<file path="config.mk">
export PLATFORM = sky130hd
export DESIGN_NAME = ber_header_walker
export DESIGN_NICKNAME = d
export VERILOG_FILES = /design/src/design/bhw_pkg.sv /design/src/design/ber_header_walker.sv /design/src/design/bhw_in_stage.sv /design/src/design/bhw_walker.sv /design/src/design/bhw_out_stage.sv
export SDC_FILE = /design/constraint.sdc
export NUM_CORES = 1
export LEC_CHECK = 0
export BUFFER_PORTS_ARGS = -buffer_cell sky130_fd_sc_hd__buf_2
export CAP_MARGIN = 20
export CORE_MARGIN = 8
export CORE_UTILIZATION = 55
export DETAILED_ROUTE_END_ITERATION = 7
export GPL_TIMING_DRIVEN = 0
export PLACE_DENSITY = 0.71
export SLEW_MARGIN = 20
export SYNTH_ARGS = -nofsm -noshare
export SYNTH_HDL_FRONTEND = slang
export SYNTH_HIERARCHICAL = 1
export SYNTH_SLANG_ARGS = --single-unit
</file>
<file path="constraint.sdc">
create_clock -name clock -period 13.2 [get_ports clock]
set_clock_uncertainty 0.05 [all_clocks]
set_input_delay 3.3 -clock clock [delete_from_list [all_inputs] [get_ports clock]]
set_output_delay 3.3 -clock clock [all_outputs]
set_load 0.005 [all_outputs]
</file>
<file path="src/design/bhw_pkg.sv">
// bhw_pkg: shared types and codes for the ber header walker
// holds the walker phase enum, status codes and the transfer payload structs
// no dependencies
package bhw_pkg;

   typedef enum logic [2:0] {
      PH_IDENT   = 3'd0,
      PH_HIGHTAG = 3'd1,
      PH_LENGTH  = 3'd2,
      PH_LONGLEN = 3'd3,
      PH_SKIP    = 3'd4,
      PH_HALT    = 3'd5
   } bhw_phase_type;

   localparam logic [2:0] ST_OK     = 3'd0;
   localparam logic [2:0] ST_INDEF  = 3'd1;
   localparam logic [2:0] ST_TRUNC  = 3'd2;
   localparam logic [2:0] ST_UNTERM = 3'd3;
   localparam logic [2:0] ST_NOLEN  = 3'd4;
   localparam logic [2:0] ST_BADLEN = 3'd5;

   localparam logic [4:0] TAG_HIGH_FORM = 5'h1F;
   localparam logic [6:0] LEN_MAX_OCTETS = 7'd8;

   typedef struct packed {
      logic [7:0] data_byte;
      logic       run_start;
   } bhw_req_type;

   typedef struct packed {
      logic [31:0] record_number;
      logic [31:0] start_offset;
      logic [31:0] header_size;
      logic [1:0]  id_class;
      logic        constructed;
      logic [63:0] tag_number;
      logic [63:0] value_length;
      logic [2:0]  status;
   } bhw_rsp_type;

   typedef struct packed {
      logic        valid;
      bhw_rsp_type data;
   } bhw_emit_type;

endpackage

</file>
<file path="src/design/ber_header_walker.sv">
// ber_header_walker: top level of the BER/DER TLV header walker
// holds the selection length register; uses bhw_pkg, bhw_in_stage, bhw_walker, bhw_out_stage
//
// Takes one byte of the selection per cycle and gives one record for each TLV header
// that completes or breaks. A byte transfer loads the input register; once the result
// register can take a record, the single-pass decode runs from the input register into
// the result register, which offers the record. The rate is one byte per cycle, set by
// the per-byte walker update, as long as no record waits on rsp_stall; while one waits,
// the input register still takes one more byte, then req_stall rises. Set csr_wr_data
// (selection length) while idle, and mark the first byte of each run with run_start.
// After an indefinite length or an error the walker drops bytes until the next run_start.
module ber_header_walker
   import bhw_pkg::*;
#(
   parameter int unsigned OFFSET_BITS = 32
)
(
   input  logic        clock,
   input  logic        reset,
   input  logic        req_valid,
   output logic        req_stall,
   input  bhw_req_type req_data,
   output logic        rsp_valid,
   input  logic        rsp_stall,
   output bhw_rsp_type rsp_data,
   input  logic        csr_wr_en,
   input  logic [31:0] csr_wr_data
);

   logic [31:0]  sel_length_ff;
   logic         advance;
   logic         out_ready;
   bhw_req_type  item;
   bhw_emit_type emit;

   always_ff @(posedge clock) begin
      if (reset) begin
         sel_length_ff <= '0;
      end else if (csr_wr_en) begin
         sel_length_ff <= csr_wr_data;
      end
   end

   bhw_in_stage u_in (
      .clock     (clock),
      .reset     (reset),
      .req_valid (req_valid),
      .req_stall (req_stall),
      .req_data  (req_data),
      .out_ready (out_ready),
      .advance   (advance),
      .item      (item)
   );

   bhw_walker #(
      .OFFSET_BITS (OFFSET_BITS)
   ) u_walker (
      .clock      (clock),
      .reset      (reset),
      .advance    (advance),
      .item       (item),
      .sel_length (sel_length_ff),
      .emit       (emit)
   );

   bhw_out_stage u_out (
      .clock     (clock),
      .reset     (reset),
      .advance   (advance),
      .emit      (emit),
      .out_ready (out_ready),
      .rsp_valid (rsp_valid),
      .rsp_stall (rsp_stall),
      .rsp_data  (rsp_data)
   );

endmodule

</file>
<file path="src/design/bhw_in_stage.sv">
// bhw_in_stage: input register of the header walker
// holds one accepted byte until the walker logic takes it; uses bhw_pkg
module bhw_in_stage
   import bhw_pkg::*;
(
   input  logic        clock,
   input  logic        reset,
   input  logic        req_valid,
   output logic        req_stall,
   input  bhw_req_type req_data,
   input  logic        out_ready,
   output logic        advance,
   output bhw_req_type item
);

   logic        valid_ff;
   logic        valid_in;
   bhw_req_type data_ff;
   logic        take;

   assign advance   = valid_ff && out_ready;
   assign req_stall = valid_ff && !out_ready;
   assign take      = req_valid && !req_stall;
   assign valid_in  = take ? 1'b1 : (advance ? 1'b0 : valid_ff);
   assign item      = data_ff;

   always_ff @(posedge clock) begin
      if (reset) begin
         valid_ff <= 1'b0;
      end else begin
         valid_ff <= valid_in;
      end
   end

   always_ff @(posedge clock) begin
      if (take) begin
         data_ff <= req_data;
      end
   end

endmodule

</file>
<file path="src/design/bhw_walker.sv">
// bhw_walker: walker state and single-pass decode of one byte
// decodes identifier, tag and length octets and skips value bytes; uses bhw_pkg
module bhw_walker
   import bhw_pkg::*;
#(
   parameter int unsigned OFFSET_BITS
)
(
   input  logic         clock,
   input  logic         reset,
   input  logic         advance,
   input  bhw_req_type  item,
   input  logic [31:0]  sel_length,
   output bhw_emit_type emit
);

   typedef logic [OFFSET_BITS-1:0] pos_type;

   bhw_phase_type phase_ff, phase_in, cur_phase;
   pos_type       pos_ff, pos_in, cur_pos;
   pos_type       start_ff, start_in;
   pos_type       skip_ff, skip_in, skip_dec;
   logic [31:0]   count_ff, count_in, cur_count;
   logic [63:0]   tag_ff, tag_in;
   logic [1:0]    class_ff, class_in;
   logic          cons_ff, cons_in;
   logic [63:0]   lacc_ff, lacc_in;
   logic [3:0]    lbl_ff, lbl_in, lbl_dec;

   pos_type       len_clip, rem, consumed;
   logic [7:0]    b;
   logic [6:0]    cnt;
   logic          active, rem_zero, high_tag, cnt_bad, trunc, lbl_done;
   logic [63:0]   len_final;
   bhw_phase_type finish_phase;
   logic          emit_valid, bump;
   logic [2:0]    status;
   logic [63:0]   vlen;

   generate
      if (OFFSET_BITS >= 32) begin : g_wide
         assign len_clip = OFFSET_BITS'(sel_length);
      end else begin : g_clip
         assign len_clip = (|sel_length[31:OFFSET_BITS]) ? '1
                                                          : sel_length[OFFSET_BITS-1:0];
      end
   endgenerate

   assign b         = item.data_byte;
   assign cur_phase = item.run_start ? PH_IDENT : phase_ff;
   assign cur_pos   = item.run_start ? '0 : pos_ff;
   assign cur_count = item.run_start ? '0 : count_ff;

   assign active   = (cur_phase != PH_HALT) && (cur_pos < len_clip);
   assign consumed = cur_pos + pos_type'(1);
   assign rem      = len_clip - consumed;
   assign rem_zero = (consumed == len_clip);
   assign high_tag = (b[4:0] == TAG_HIGH_FORM);
   assign cnt      = b[6:0];
   assign cnt_bad  = (cnt > LEN_MAX_OCTETS) || (OFFSET_BITS'(cnt) > rem);
   assign lbl_dec  = lbl_ff - 4'd1;
   assign lbl_done = (lbl_dec == 4'd0);
   assign skip_dec = skip_ff - pos_type'(1);

   assign len_final = (cur_phase == PH_LENGTH) ? 64'(b) : {lacc_ff[55:0], b};
   assign trunc     = len_final > 64'(rem);
   assign finish_phase = trunc ? PH_HALT : ((len_final == 64'd0) ? PH_IDENT : PH_SKIP);

   // next phase
   always_comb begin
      phase_in = cur_phase;
      if (active) begin
         case (cur_phase)
            PH_IDENT: begin
               if (rem_zero) begin
                  phase_in = PH_HALT;
               end else if (high_tag) begin
                  phase_in = PH_HIGHTAG;
               end else begin
                  phase_in = PH_LENGTH;
               end
            end
            PH_HIGHTAG: begin
               if (rem_zero) begin
                  phase_in = PH_HALT;
               end else if (b[7]) begin
                  phase_in = PH_HIGHTAG;
               end else begin
                  phase_in = PH_LENGTH;
               end
            end
            PH_LENGTH: begin
               if (!b[7]) begin
                  phase_in = finish_phase;
               end else if (cnt == 7'd0 || cnt_bad) begin
                  phase_in = PH_HALT;
               end else begin
                  phase_in = PH_LONGLEN;
               end
            end
            PH_LONGLEN: begin
               phase_in = lbl_done ? finish_phase : PH_LONGLEN;
            end
            PH_SKIP: begin
               phase_in = (skip_dec == '0) ? PH_IDENT : PH_SKIP;
            end
            default: begin
               phase_in = PH_HALT;
            end
         endcase
      end
   end

   // datapath and result
   always_comb begin
      pos_in     = cur_pos;
      start_in   = start_ff;
      tag_in     = tag_ff;
      class_in   = class_ff;
      cons_in    = cons_ff;
      lacc_in    = lacc_ff;
      lbl_in     = lbl_ff;
      skip_in    = skip_ff;
      emit_valid = 1'b0;
      bump       = 1'b0;
      status     = ST_OK;
      vlen       = 64'd0;
      if (active) begin
         pos_in = consumed;
         case (cur_phase)
            PH_IDENT: begin
               start_in = cur_pos;
               class_in = b[7:6];
               cons_in  = b[5];
               tag_in   = high_tag ? 64'd0 : 64'(b[4:0]);
               if (rem_zero) begin
                  emit_valid = 1'b1;
                  status     = high_tag ? ST_UNTERM : ST_NOLEN;
               end
            end
            PH_HIGHTAG: begin
               tag_in = {tag_ff[56:0], b[6:0]};
               if (rem_zero) begin
                  emit_valid = 1'b1;
                  status     = b[7] ? ST_UNTERM : ST_NOLEN;
               end
            end
            PH_LENGTH: begin
               if (!b[7]) begin
                  lacc_in    = len_final;
                  emit_valid = 1'b1;
                  bump       = 1'b1;
                  status     = trunc ? ST_TRUNC : ST_OK;
                  vlen       = len_final;
                  if (!trunc) begin
                     skip_in = len_final[OFFSET_BITS-1:0];
                  end
               end else if (cnt == 7'd0) begin
                  emit_valid = 1'b1;
                  bump       = 1'b1;
                  status     = ST_INDEF;
               end else if (cnt_bad) begin
                  emit_valid = 1'b1;
                  status     = ST_BADLEN;
               end else begin
                  lacc_in = 64'd0;
                  lbl_in  = cnt[3:0];
               end
            end
            PH_LONGLEN: begin
               lacc_in = len_final;
               lbl_in  = lbl_dec;
               if (lbl_done) begin
                  emit_valid = 1'b1;
                  bump       = 1'b1;
                  status     = trunc ? ST_TRUNC : ST_OK;
                  vlen       = len_final;
                  if (!trunc) begin
                     skip_in = len_final[OFFSET_BITS-1:0];
                  end
               end
            end
            PH_SKIP: begin
               skip_in = skip_dec;
            end
            default: begin
               pos_in = consumed;
            end
         endcase
      end
      count_in = cur_count + 32'(bump);

      emit.valid              = emit_valid;
      emit.data.record_number = cur_count;
      emit.data.start_offset  = 32'(start_in);
      emit.data.header_size   = 32'(consumed - start_in);
      emit.data.id_class      = class_in;
      emit.data.constructed   = cons_in;
      emit.data.tag_number    = tag_in;
      emit.data.value_length  = vlen;
      emit.data.status        = status;
   end

   always_ff @(posedge clock) begin
      if (reset) begin
         phase_ff <= PH_IDENT;
         pos_ff   <= '0;
         start_ff <= '0;
         skip_ff  <= '0;
         count_ff <= '0;
         tag_ff   <= '0;
         class_ff <= '0;
         cons_ff  <= 1'b0;
         lacc_ff  <= '0;
         lbl_ff   <= '0;
      end else if (advance) begin
         phase_ff <= phase_in;
         pos_ff   <= pos_in;
         start_ff <= start_in;
         skip_ff  <= skip_in;
         count_ff <= count_in;
         tag_ff   <= tag_in;
         class_ff <= class_in;
         cons_ff  <= cons_in;
         lacc_ff  <= lacc_in;
         lbl_ff   <= lbl_in;
      end
   end

   a_halt_silent: assert property (@(posedge clock) disable iff (reset)
      advance && phase_ff == PH_HALT && !item.run_start |-> !emit.valid)
      else $error("record produced while walker halted");

   a_count_step: assert property (@(posedge clock) disable iff (reset)
      advance && emit.valid &&
      (emit.data.status == ST_OK || emit.data.status == ST_TRUNC ||
       emit.data.status == ST_INDEF)
      |=> count_ff == $past(cur_count) + 32'd1)
      else $error("record count did not advance after element");

   a_skip_nonzero: assert property (@(posedge clock) disable iff (reset)
      phase_ff == PH_SKIP |-> skip_ff != '0)
      else $error("value skip phase with zero bytes left");

   a_longlen_range: assert property (@(posedge clock) disable iff (reset)
      phase_ff == PH_LONGLEN |-> lbl_ff != 4'd0 && lbl_ff <= 4'd8)
      else $error("long length octet count out of range");

endmodule

</file>
<file path="src/design/bhw_out_stage.sv">
// bhw_out_stage: result register of the header walker
// holds one record until the rsp side takes it; uses bhw_pkg
module bhw_out_stage
   import bhw_pkg::*;
(
   input  logic         clock,
   input  logic         reset,
   input  logic         advance,
   input  bhw_emit_type emit,
   output logic         out_ready,
   output logic         rsp_valid,
   input  logic         rsp_stall,
   output bhw_rsp_type  rsp_data
);

   logic        valid_ff;
   logic        valid_in;
   bhw_rsp_type data_ff;
   logic        load;

   assign out_ready = !valid_ff || !rsp_stall;
   assign load      = advance && emit.valid;
   assign valid_in  = out_ready ? load : valid_ff;
   assign rsp_valid = valid_ff;
   assign rsp_data  = data_ff;

   always_ff @(posedge clock) begin
      if (reset) begin
         valid_ff <= 1'b0;
      end else begin
         valid_ff <= valid_in;
      end
   end

   always_ff @(posedge clock) begin
      if (load) begin
         data_ff <= emit.data;
      end
   end

endmodule

</file>
==> reports/qor.csv, run 1 <==
stage,metric,value,unit
outcome,status,completed,
logic_synthesis,synth_fp_nets,3216,
logic_synthesis,synth_seq_cells,531,
timing,slew_violations,0,
timing,fin_crit_sh,91.7,%
worst_setup_path,crit_path_start,u_in/item[0],
logic_synthesis,synth_warnings,6,
pwr,leakagePower,13.1,nW
worst_setup_path,crit_buf_inv,9,
clock_network,clk_path_buf_depth,3,
cells_and_area,fin_nets,3554,
logic_synthesis,synth_cell_types,97,
drt,drtIter0Drc,2366,
logic_synthesis,synth-seq-area-share,45.3,%
drt,wl_per_cell,22.9,um
clock_network,cts_root_buf,clkbuf_16,
grt,grt_pass1_vias,24300,
timing,timing.fmax,82.6,MHz
worst_setup_path,crit_fanout,10,
cells_and_area,syn2layout_area_growth,14.8,%
logic_synthesis,ys_async_sr_fraction,0,%
clock_network,cts-buffers-inserted,56,
clock_network,cts_sinks,531,
die,die_h,245,um
timing,final-setup-viol-count,0,
clock_network,post_cts_resized,0,
logic_synthesis,synth_edf_count,239,
clock_network,cts-hold-fix-buffers,0,
timing,setup_tns,0,ns
place,placed_area,31100,sq um
drt,postRouteAntennaNets,0,
timing,relSlewSlack,24.5,%
timing,holdWs,0.403,ns
clock_network,clock_latency,0.63,ns
pwr,ir_drop,0.104,mV
worst_setup_path,reg2regPathDepth,39,
cells_and_area,final_area,33000,sq um
cells_and_area,post-route-util,63.4,%
place,pre_cts_ws,1.44,ns
worst_setup_path,crit_slowest_cell,o311ai_1,
drt,wl,94.7,mm
pwr,powerDensity,116,nW/um^2
drt,drc,0,
grt,grt_first_pass_wirelength,142,mm
die,coreArea,52100,sq um
clock_network,postCtsSetupBuffers,0,
worst_hold_path,min_path_type,reg -> reg,
run,maxCapViolCount,0,
timing,worstMarginPinSlew,1.12,ns
timing,period_needed,12.11,ns
die,start_util,55.2,%
grt,overflow,0,
cells_and_area,layout-drive-gt1-share,13.0,%
drt,via_count,25000,
worst_setup_path,critPathArrivalTime,12.61,ns
logic_synthesis,ys.flop_type,dfxtp_1,
logic_synthesis,avgSynthCellArea,9.41,sq um
cells_and_area,final_common_cell,nor2_1,
worst_hold_path,holdPathStages,2,
cells_and_area,layout_common_cells,"nor2_1 (347), dfxtp_1 (292), buf_2 (282), nand2_1 (282), edfxtp_1 (239)",
cells_and_area,layout.cells.non_filler,4130,
grt,grt_antenna_before_repair,0,
logic_synthesis,synth_area,28800,sq um
grt,grt_max_degree,104,
die,dieWidth,245,um
timing,setup_slack,1.09,ns
worst_setup_path,slowest_delay,0.90,ns
clock_network,htree_num_levels,2,
place,place_congestion,0.943,
pwr,total_power,3.83,mW
drt,firstDrtPassIters,6,
timing,hold_viol,0,
die,floorplan.rows,84,
cells_and_area,fillCellCount,4360,
worst_setup_path,path_class,reg -> reg,
worst_setup_path,cp-start-kind,flip-flop,
logic_synthesis,syn_inst,3057,
die,die_area,59900,sq um
grt,grtUsageTotal,30.2,%
timing,grt_setup_unrepaired,no,
worst_setup_path,critPathCaptureType,flip-flop,
cells_and_area,num_antenna_cells,0,
worst_setup_path,regToRegStartpoint,u_in/item[0],
clock_network,cts_tree,yes,
worst_setup_path,cp_num_cells,39,
place,dp_hpwl,71.9,mm
worst_setup_path,cp_top_family,compound AO/OA/AOI/OAI gates,
place,portBuffers,276,
place,placedCellCount,4025,
drt,vias_per_cell,6.05,
clock_network,clk_pin_slew,0.06,ns
worst_hold_path,hold_path.startpoint,u_walker/skip_ff[1],
worst_setup_path,required,13.70,ns
die,io_pins,278,
==> Yosys cell counts (all sizes together) (6+ instances only) <==
master | instances | share of area (%)
a2111oi | 6 | 0.23
a211o | 6 | 0.18
a211oi | 39 | 1.0
a21o | 36 | 0.94
a21oi | 149 | 2.6
a22o | 65 | 2.0
a22oi | 25 | 0.65
a31oi | 26 | 0.57
and2 | 80 | 1.7
and3 | 38 | 0.84
and4 | 11 | 0.33
buf | 27 | 0.74
clkbuf | 143 | 1.9
dfxtp | 292 | 20
edfxtp | 239 | 25
ha | 111 | 4.8
inv | 140 | 1.8
maj3 | 19 | 0.68
mux2 | 8 | 0.31
mux2i | 172 | 6.0
nand2 | 283 | 3.7
nand2b | 84 | 1.8
nand3 | 69 | 1.2
nand3b | 9 | 0.28
nand4 | 35 | 0.78
nor2 | 348 | 4.5
nor2b | 68 | 1.5
nor3 | 61 | 1.1
nor3b | 9 | 0.23
nor4 | 32 | 0.80
o211ai | 18 | 0.47
o21a | 13 | 0.34
o21ai | 113 | 2.0
o21bai | 8 | 0.21
o22ai | 12 | 0.26
o311ai | 6 | 0.24
o31ai | 8 | 0.21
o32ai | 9 | 0.30
or2 | 15 | 0.33
or3 | 12 | 0.28
xnor2 | 95 | 2.9
xor2 | 42 | 1.3
==> state kept, by name, summed over array words and instances, names as in the netlist, 4 cells and up <==
register,count
sel_length_ff,32
u_in/item,9
u_out/rsp_data,230
u_walker/count_ff,32
u_walker/lacc_ff,56
u_walker/lbl_ff,4
u_walker/pos_ff,32
u_walker/skip_ff,32
u_walker/start_ff,32
u_walker/tag_ff,64
==> final cells by class <==
class / instances / area (sq um) / area share (%)
inverter: 143 / 544 / 1.65
sequential: 531 / 13000 / 39.4
clock inverter: 31 / 375 / 1.14
tap: 688 / 861 / 2.61
clock buffer: 74 / 1530 / 4.63
multi-input combinational: 2213 / 14500 / 43.9
timing repair buffer: 280 / 1450 / 4.38
buffer: 170 / 748 / 2.27
==> where the power goes <==
| group | internal, mW | switching [mW] | leakage [nW] |
|---|---|---|---|
| sequential | 1.74 | 0.0238 | 4.38 |
| combinational | 0.160 | 0.281 | 7.84 |
| clock | 0.939 | 0.685 | 0.912 |
| total | 2.84 | 0.990 | 13.1 |
==> per-layer routing <==
layer  vias up  track usage, %  routed length [um]
met3       235            5.22                7790
li1      11600               -                   -
met2      1201            50.2               44500
met4         0            15.8                5140
met1     12000            37.5               37300
met5         -               0                   0
==> cell families (layout without fill, tap and decap cells) <==
logic type	Yosys count	after routing	synth area share (%)
XOR/XNOR	141	141	4.48
buffers and inverters	313	698	4.47
multiplexers	180	180	6.30
adder cells (fa/ha/maj)	132	132	5.65
AO/OA/AOI/OAI	587	587	13.7
AND/OR/NAND/NOR	1173	1173	20.1
flip-flops	531	531	45.3
==> final timing paths <==
kind                                        endpoint  slack [ns]
worst max-delay path            u_walker/skip_ff[30]        1.09
worst max register to register  u_walker/skip_ff[30]        1.09
worst min register to register   u_walker/skip_ff[1]        0.40
worst min-delay path             u_walker/skip_ff[1]        0.40
==> worst register-to-register path: cells and delay by family, from the launching register on <==
kind / cells / cell delay [ns]
AO/OA/AOI/OAI: 17 / 3.97
XOR/XNOR: 2 / 0.70
adder cells (fa/ha/maj): 4 / 1.35
buffers and inverters: 9 / 3.75
flip-flops: 1 / 0.65
AND/OR/NAND/NOR: 7 / 1.56
Note: power is estimated with default switching activity, not from simulation.
==> run 2, diff against run 1 <==
--- a/config.mk
+++ b/config.mk
@@ -5,6 +5,7 @@
 export SDC_FILE = /design/constraint.sdc
 export NUM_CORES = 1
 export LEC_CHECK = 0
+export ABC_CLOCK_PERIOD_IN_PS = 11700
 export BUFFER_PORTS_ARGS = -buffer_cell sky130_fd_sc_hd__buf_2
 export CAP_MARGIN = 20
 export CORE_MARGIN = 8
@@ -17,3 +18,4 @@
 export SYNTH_HDL_FRONTEND = slang
 export SYNTH_HIERARCHICAL = 1
 export SYNTH_SLANG_ARGS = --single-unit
+export TNS_END_PERCENT = 20
==> constraint.sdc (replaced) <==
create_clock -name clock -period 11.7 [get_ports clock]
set_clock_uncertainty 0.05 [all_clocks]
set_input_delay 2.925 -clock clock [delete_from_list [all_inputs] [get_ports clock]]
set_output_delay 2.925 -clock clock [all_outputs]
set_load 0.005 [all_outputs]
==> run 2 against run 1 <==
First-iteration DRC count is 7.4% lower. Worst hold slack better by 0.0038 ns. Utilization barely moved. Largest cell class unchanged. Largest power group unchanged.
==> reports/qor.csv, run 2 (synthesis gave the netlist of run 1 again) <==
stage,metric,value,unit,change
outcome,status,completed,,unchanged
cells_and_area,num_antenna_cells,0,,unchanged
cells_and_area,fin_nets,3553,,was 3554
grt,overflow,0,,unchanged
timing,timing.fmax,91.0,MHz,was 82.6 MHz
worst_hold_path,min_path_type,reg -> reg,,unchanged
drt,wl,94.6,mm,was 94.7 mm
clock_network,clk_pin_slew,0.06,ns,about the same
cells_and_area,syn2layout_area_growth,14.9,%,was 14.8%
pwr,leakagePower,13.1,nW,about the same
grt,grtUsageTotal,30.2,%,about the same
timing,setup_tns,0,ns,unchanged
place,dp_hpwl,71.9,mm,unchanged
worst_setup_path,crit_slowest_cell,xnor2_1,,was o311ai_1
die,dieWidth,245,um,unchanged
clock_network,cts_tree,yes,,unchanged
worst_setup_path,worst_path_most_repeated_cell,clkbuf_1,,
place,placedCellCount,4025,,unchanged
cells_and_area,layout.cells.non_filler,4129,,was 4130
drt,vias_per_cell,6.02,,was 6.05
grt,grt_antenna_before_repair,0,,unchanged
clock_network,cts_root_buf,clkbuf_16,,unchanged
worst_setup_path,path_class,reg -> reg,,unchanged
worst_setup_path,regToRegStartpoint,u_in/item[0],,unchanged
pwr,switchingPower,1.12,mW,was 0.990 mW
drt,drc,0,,unchanged
die,die_h,245,um,unchanged
pwr,power_switching_share,25.9,%,about the same
worst_setup_path,cp-start-kind,flip-flop,,unchanged
place,place_congestion,0.943,,unchanged
clock_network,clk_path_buf_depth,3,,unchanged
grt,grt_pass1_vias,24300,,about the same
worst_setup_path,rrSetupSlack,0.71,ns,was 1.09 ns
pwr,powerDensity,131,nW/um^2,was 116 nW/um^2
timing,hold_viol,0,,unchanged
die,floorplan.rows,84,,unchanged
worst_setup_path,crit_path_start,u_in/item[0],,unchanged
die,io_pins,278,,unchanged
pwr,power_frac_seq,46.1,%,about the same
cells_and_area,layout-drive-gt1-share,13.1,%,was 13.0%
die,start_util,55.2,%,unchanged
timing,final-setup-viol-count,0,,unchanged
worst_setup_path,reg2regPathDepth,36,,was 39
cells_and_area,final_area,33000,sq um,about the same
run,maxCapViolCount,0,,unchanged
cells_and_area,seq_area,13000,sq um,unchanged
cells_and_area,largest_reg_flops,230,,unchanged
worst_setup_path,slowest_delay,0.66,ns,was 0.90 ns
worst_setup_path,r2r_end,u_walker/skip_ff[6],,was u_walker/skip_ff[30]
place,placed_area,31100,sq um,unchanged
worst_setup_path,cp-endpoint,u_walker/skip_ff[6],,was u_walker/skip_ff[30]
place,portBuffers,276,,unchanged
timing,grt_setup_unrepaired,no,,unchanged
clock_network,htree_num_levels,2,,unchanged
timing,slew_violations,0,,unchanged
clock_network,postCtsSetupBuffers,0,,unchanged
pwr,p_comb_share,11.5,%,about the same
clock_network,cts_sinks,531,,unchanged
timing,worstMarginPinSlew,1.08,ns,was 1.12 ns
cells_and_area,fillCellCount,4357,,was 4360
timing,fin_crit_sh,93.9,%,was 91.7%
worst_setup_path,required,12.20,ns,was 13.70 ns
grt,grt_max_degree,104,,unchanged
clock_network,cts-hold-fix-buffers,0,,unchanged
pwr,clock_power_share,42.4,%,about the same
cells_and_area,layout_common_cells,"nor2_1 (346), dfxtp_1 (292), buf_2 (282), nand2_1 (282), edfxtp_1 (239)",,"was nor2_1 (347), dfxtp_1 (292), buf_2 (282), nand2_1 (282), edfxtp_1 (239)"
drt,wl_per_cell,22.9,um,about the same
pwr,ir_drop,0.117,mV,was 0.104 mV
drt,firstDrtPassIters,6,,unchanged
worst_setup_path,crit_fanout,19,,was 10
drt,via_count,24900,,was 25000
clock_network,cts-buffers-inserted,56,,unchanged
die,die_area,59900,sq um,unchanged
drt,postRouteAntennaNets,0,,unchanged
timing,period_needed,10.99,ns,was 12.11 ns
cells_and_area,final_common_cell,nor2_1,,unchanged
drt,drtIter0Drc,2192,,was 2366
worst_setup_path,critPathCaptureType,flip-flop,,unchanged
pwr,intPower,3.20,mW,was 2.84 mW
clock_network,clock_latency,0.63,ns,about the same
grt,grt_first_pass_wirelength,142,mm,about the same
worst_setup_path,critPathArrivalTime,11.50,ns,was 12.61 ns
die,coreArea,52100,sq um,unchanged
worst_hold_path,holdPathStages,2,,unchanged
cells_and_area,multi_input_area,14500,sq um,about the same
timing,relSlewSlack,27.8,%,was 24.5%
[run 2: worst min path at each step]
stage                                    from                  end  slack (ns)
after floorplan           u_walker/skip_ff[1]  u_walker/skip_ff[1]        0.38
after detailed placement  u_walker/skip_ff[1]  u_walker/skip_ff[1]        0.39
after global routing      u_walker/skip_ff[1]  u_walker/skip_ff[1]        0.44
final                     u_walker/skip_ff[1]  u_walker/skip_ff[1]        0.41
after global placement    u_walker/skip_ff[1]  u_walker/skip_ff[1]        0.39
after CTS                 u_walker/skip_ff[1]  u_walker/skip_ff[1]        0.40
[run 2: routing by layer]
| metal | track usage [%] | wire length (um) |
|---|---|---|
| met2 | 50.2 | 44400 |
| met5 | 0 | 0 |
| met1 | 37.6 | 37500 |
| met4 | 15.7 | 5260 |
| met3 | 5.04 | 7390 |
[run 2: critical path, delay by kind of cell (launching register included)]
family,cells,cell delay (ns)
AND/OR/NAND/NOR,13,3.59
XOR/XNOR,1,0.66
adder cells (fa/ha/maj),3,0.91
buffers and inverters,10,3.36
flip-flops,1,0.60
AO/OA/AOI/OAI,9,1.70
[run 2: cell type report]
class / count / area share, %
Clock buffer: 74 / 4.63
Clock inverter: 31 / 1.14
Multi-Input combinational cell: 2213 / 43.9
Inverter: 143 / 1.65
Buffer: 169 / 2.26
Sequential cell: 531 / 39.4
Tap cell: 688 / 2.60
Timing Repair Buffer: 280 / 4.38
[run 2: power groups by stage]
stage | logic, mW | registers (mW) | clock network (mW)
final | 0.497 | 1.99 | 1.83
after global routing | 0.538 | 1.99 | 1.93
after CTS | 0.489 | 1.99 | 1.86
after detailed placement | 0.485 | 2.03 | 0
after global placement | 0.473 | 2.03 | 0
after floorplan | 0.335 | 2.02 | 0
[run 2: what timing repair did]
action                                  4_1_cts  5_1_grt
gates resized for setup                       1        8
endpoints found under the setup margin       16       36
cloned                                        0        0
[run 2: metrics by stage]
step	worst slack, ns	total power [mW]	hold slack [ns]	util, %
2_1_floorplan	0.388	2.36	0.382	-
3_3_place_gp	-4.42	2.51	0.392	59.5
3_5_place_dp	-0.0553	2.51	0.395	59.7
4_1_cts	0.199	4.34	0.403	63.4
5_1_grt	0.0605	4.46	0.435	63.4
6_report	0.708	4.32	0.407	63.4
==> run 3, diff against run 2 <==
--- a/config.mk
+++ b/config.mk
@@ -5,6 +5,7 @@
 export SDC_FILE = /design/constraint.sdc
 export NUM_CORES = 1
 export LEC_CHECK = 0
+export ABC_AREA = 1
 export ABC_CLOCK_PERIOD_IN_PS = 11700
 export BUFFER_PORTS_ARGS = -buffer_cell sky130_fd_sc_hd__buf_2
 export CAP_MARGIN = 20
@@ -16,6 +17,5 @@
 export SLEW_MARGIN = 20
 export SYNTH_ARGS = -nofsm -noshare
 export SYNTH_HDL_FRONTEND = slang
-export SYNTH_HIERARCHICAL = 1
 export SYNTH_SLANG_ARGS = --single-unit
 export TNS_END_PERCENT = 20
==> run 3 against run 2 <==
Critical path type unchanged. Via count up 12%. First-iteration DRC count increased by 21%. Design area up 1.3%. Final cell count rose by 19%. Fmax increased by 14%. Clock power about the same. Critical path depth is 9 higher. Synthesized area grew 1.9%. Combinational power up 33%.
==> reports/qor.csv, run 3 <==
stage,metric,value,unit,change
cells_and_area,final_common_cell,nand2_1,,was nor2_1
worst_setup_path,rrSetupSlack,2.08,ns,was 0.71 ns
logic_synthesis,synth_area_leader_cell,edfxtp_1,,unchanged
clock_network,clk_pin_slew,0.06,ns,about the same
worst_setup_path,path_class,reg -> reg,,unchanged
logic_synthesis,synthTopCellsByArea,"edfxtp_1 (24%), dfxtp_1 (20%), nand2_1 (9.2%)",,"was edfxtp_1 (25%), dfxtp_1 (20%), mux2i_1 (6.0%)"
logic_synthesis,synth_warnings,0,,was 6
logic_synthesis,syn_inst,3856,,was 3057
cells_and_area,layout-drive-gt1-share,10.8,%,was 13.1%
timing,slew_violations,0,,unchanged
cells_and_area,layout_common_cells,"nand2_1 (722), inv_1 (611), a21oi_1 (387)",,"was nor2_1 (346), dfxtp_1 (292), buf_2 (282), nand2_1 (282), edfxtp_1 (239)"
timing,period_needed,9.62,ns,was 10.99 ns
clock_network,cts-buffers-inserted,55,,was 56
timing,timing.fmax,104,MHz,was 91.0 MHz
cells_and_area,num_antenna_cells,0,,unchanged
worst_setup_path,critPathArrivalTime,10.08,ns,was 11.50 ns
logic_synthesis,ys_async_sr_fraction,0,%,unchanged
pwr,clock_power_share,40.3,%,was 42.4%
die,coreArea,52700,sq um,was 52100 sq um
clock_network,cts-hold-fix-buffers,0,,unchanged
cells_and_area,fin_nets,4351,,was 3553
clock_network,clock_latency,0.63,ns,about the same
drt,firstDrtPassIters,5,,was 6
drt,drc,0,,unchanged
worst_setup_path,crit_fanout,10,,was 19
worst_setup_path,worst_path_most_repeated_cell,inv_1,,was clkbuf_1
grt,grt_antenna_before_repair,0,,unchanged
die,start_util,55.7,%,was 55.2%
place,portBuffers,276,,unchanged
logic_synthesis,ys.flop_type,dfxtp_1,,unchanged
place,dp_hpwl,74.7,mm,was 71.9 mm
grt,grt_pass1_vias,25800,,was 24300
clock_network,cts_root_buf,clkbuf_16,,unchanged
clock_network,cts_sinks,531,,unchanged
worst_setup_path,required,12.17,ns,was 12.20 ns
pwr,p_comb_share,14.7,%,was 11.5%
worst_setup_path,cp-start-kind,flip-flop,,unchanged
drt,vias_per_cell,5.68,,was 6.02
clock_network,cts_tree,yes,,unchanged
place,place_congestion,0.969,,was 0.943
die,dieWidth,247,um,was 245 um
cells_and_area,largest_reg_flops,230,,unchanged
drt,drtIter0Drc,2661,,was 2192
worst_hold_path,holdPathStages,2,,unchanged
drt,wl,95.7,mm,was 94.6 mm
grt,overflow,0,,unchanged
pwr,ir_drop,0.117,mV,about the same
logic_synthesis,avgSynthCellArea,7.60,sq um,was 9.41 sq um
logic_synthesis,synth_fp_nets,4016,,was 3216
timing,fin_crit_sh,82.2,%,was 93.9%
logic_synthesis,yosysTopAreaCellShare,24.5,%,was 24.9%
die,die_h,247,um,was 245 um
cells_and_area,syn2layout_area_growth,14.2,%,was 14.9%
worst_setup_path,crit_slowest_cell,clkbuf_1,,was xnor2_1
clock_network,clk_path_buf_depth,3,,unchanged
worst_hold_path,min_path_type,reg -> reg,,unchanged
timing,worstMarginPinSlew,1.08,ns,about the same
logic_synthesis,synth_cell_types,54,,was 97
cells_and_area,layout.cells.non_filler,4924,,was 4129
logic_synthesis,synth_edf_count,239,,unchanged
logic_synthesis,synth_seq_cells,531,,unchanged
pwr,power_switching_share,27.9,%,was 25.9%
run,maxCapViolCount,0,,unchanged
place,placedCellCount,4822,,was 4025
timing,hold_viol,0,,unchanged
cells_and_area,fillCellCount,4853,,was 4357
die,die_area,60900,sq um,was 59900 sq um
logic_synthesis,synth_area,29300,sq um,was 28800 sq um
drt,wl_per_cell,19.4,um,was 22.9 um
timing,grt_setup_unrepaired,no,,unchanged
clock_network,post_cts_resized,0,,was 1
die,floorplan.rows,84,,unchanged
clock_network,htree_num_levels,2,,unchanged
outcome,status,completed,,unchanged
grt,grtUsageTotal,30.1,%,was 30.2%
logic_synthesis,synth-seq-area-share,44.4,%,was 45.3%
worst_setup_path,critPathCaptureType,flip-flop,,unchanged
pwr,power_frac_seq,44.9,%,was 46.1%
worst_setup_path,slowest_delay,0.67,ns,was 0.66 ns
timing,final-setup-viol-count,0,,unchanged
pwr,switchingPower,1.25,mW,was 1.12 mW
logic_synthesis,ys_top_cells_by_count,"nand2_1 (722), inv_1 (612), a21oi_1 (387)",,"was nor2_1 (348), dfxtp_1 (292), nand2_1 (282)"
worst_setup_path,reg2regPathDepth,45,,was 36
logic_synthesis,post-synth-top-count-cell,nand2_1,,was nor2_1
drt,via_count,28000,,was 24900
grt,grt_max_degree,108,,was 104
pwr,intPower,3.23,mW,was 3.20 mW
timing,relSlewSlack,27.7,%,was 27.8%
grt,grt_first_pass_wirelength,144,mm,was 142 mm
die,io_pins,278,,unchanged
pwr,leakagePower,15.1,nW,was 13.1 nW
clock_network,postCtsSetupBuffers,0,,unchanged
timing,holdWs,0.409,ns,was 0.407 ns
drt,postRouteAntennaNets,0,,unchanged
pwr,powerDensity,134,nW/um^2,was 131 nW/um^2
run 3: cell count changes in the layout (fill, tap and decap cells not counted), sizes merged, moves of 65 or more:
| cell | previous run | this run |
|---|---|---|
| nor2b | 68 | 0 |
| mux2i | 172 | 0 |
| inv | 140 | 627 |
| nand3 | 69 | 195 |
| nand2b | 84 | 0 |
| o21ai | 113 | 304 |
| xnor2 | 95 | 13 |
| a22o | 65 | 0 |
| a21oi | 149 | 387 |
| nand4 | 35 | 117 |
| and2 | 80 | 1 |
| nand2 | 283 | 736 |
run 3: cell families after synthesis:
kind of cell             after synthesis  share of synthesized area, %
adder cells (fa/ha/maj)              114                          4.92
flip-flops                           531                          44.4
XOR/XNOR                              78                          2.36
buffers and inverters                793                          10.4
AND/OR/NAND/NOR                     1517                          23.0
AO/OA/AOI/OAI                        823                          14.9
run 3: worst max-delay path: cells and delay by family (launching register included):
kind / cells / cell delay (ns)
adders and majority gates: 3 / 0.58
and+or+nand+nor: 17 / 2.71
buffers and inverters: 18 / 4.78
DFF: 1 / 0.35
AOI/OAI and AO/OA: 7 / 1.05
run 3: stage by stage:
step	total power [mW]	TNS (ns)	instance area (sq um)	utilization (%)	worst slack, ns
2_1_floorplan	2.50	0	29300	-	1.72
3_3_place_gp	2.69	-493.24	31500	59.9	-2.16
3_5_place_dp	2.70	0	31600	60.0	2.37
4_1_cts	4.49	0	33500	63.5	2.32
5_1_grt	4.64	0	33500	63.5	1.40
6_report	4.48	0	33500	63.5	2.08
run 3: final cells by class:
class                      count  area [sq um]  share of cell area (%)
buffer                       163           692                    2.07
clock buffer                  74          1560                    4.66
clock inverter                28           294                   0.879
inverter                     630          2370                    7.09
multi-input combinational   2532         13200                    39.5
sequential                   531         13000                    38.9
tap                          688           861                    2.57
timing repair buffer         278          1440                    4.29
run 3: layer usage:
metal  part of all wire (%)  global-route usage (%)  vias up
met5                      0                       0        -
met1                     41                    39.3    13000
met3                    7.9                    3.77      202
met2                     47                    50.0     1215
li1                       -                       -    13500
met4                    4.5                    13.2        0
run 3: path summary, 6_finish.rpt:
check / startpoint / to
worst max-delay path: u_in.item[0] / u_walker.count_ff[30]
worst min-delay path: u_walker.count_ff[1] / u_walker.count_ff[1]
worst max register to register: u_in.item[0] / u_walker.count_ff[30]
worst min register to register: u_walker.count_ff[1] / u_walker.count_ff[1]
run 3: power groups by stage:
stage,Combinational [mW],Clock (mW),Sequential [mW]
6_report,0.660,1.81,2.01
5_1_grt,0.731,1.89,2.02
4_1_cts,0.648,1.83,2.01
3_5_place_dp,0.643,0,2.05
3_3_place_gp,0.638,0,2.06
2_1_floorplan,0.451,0,2.05
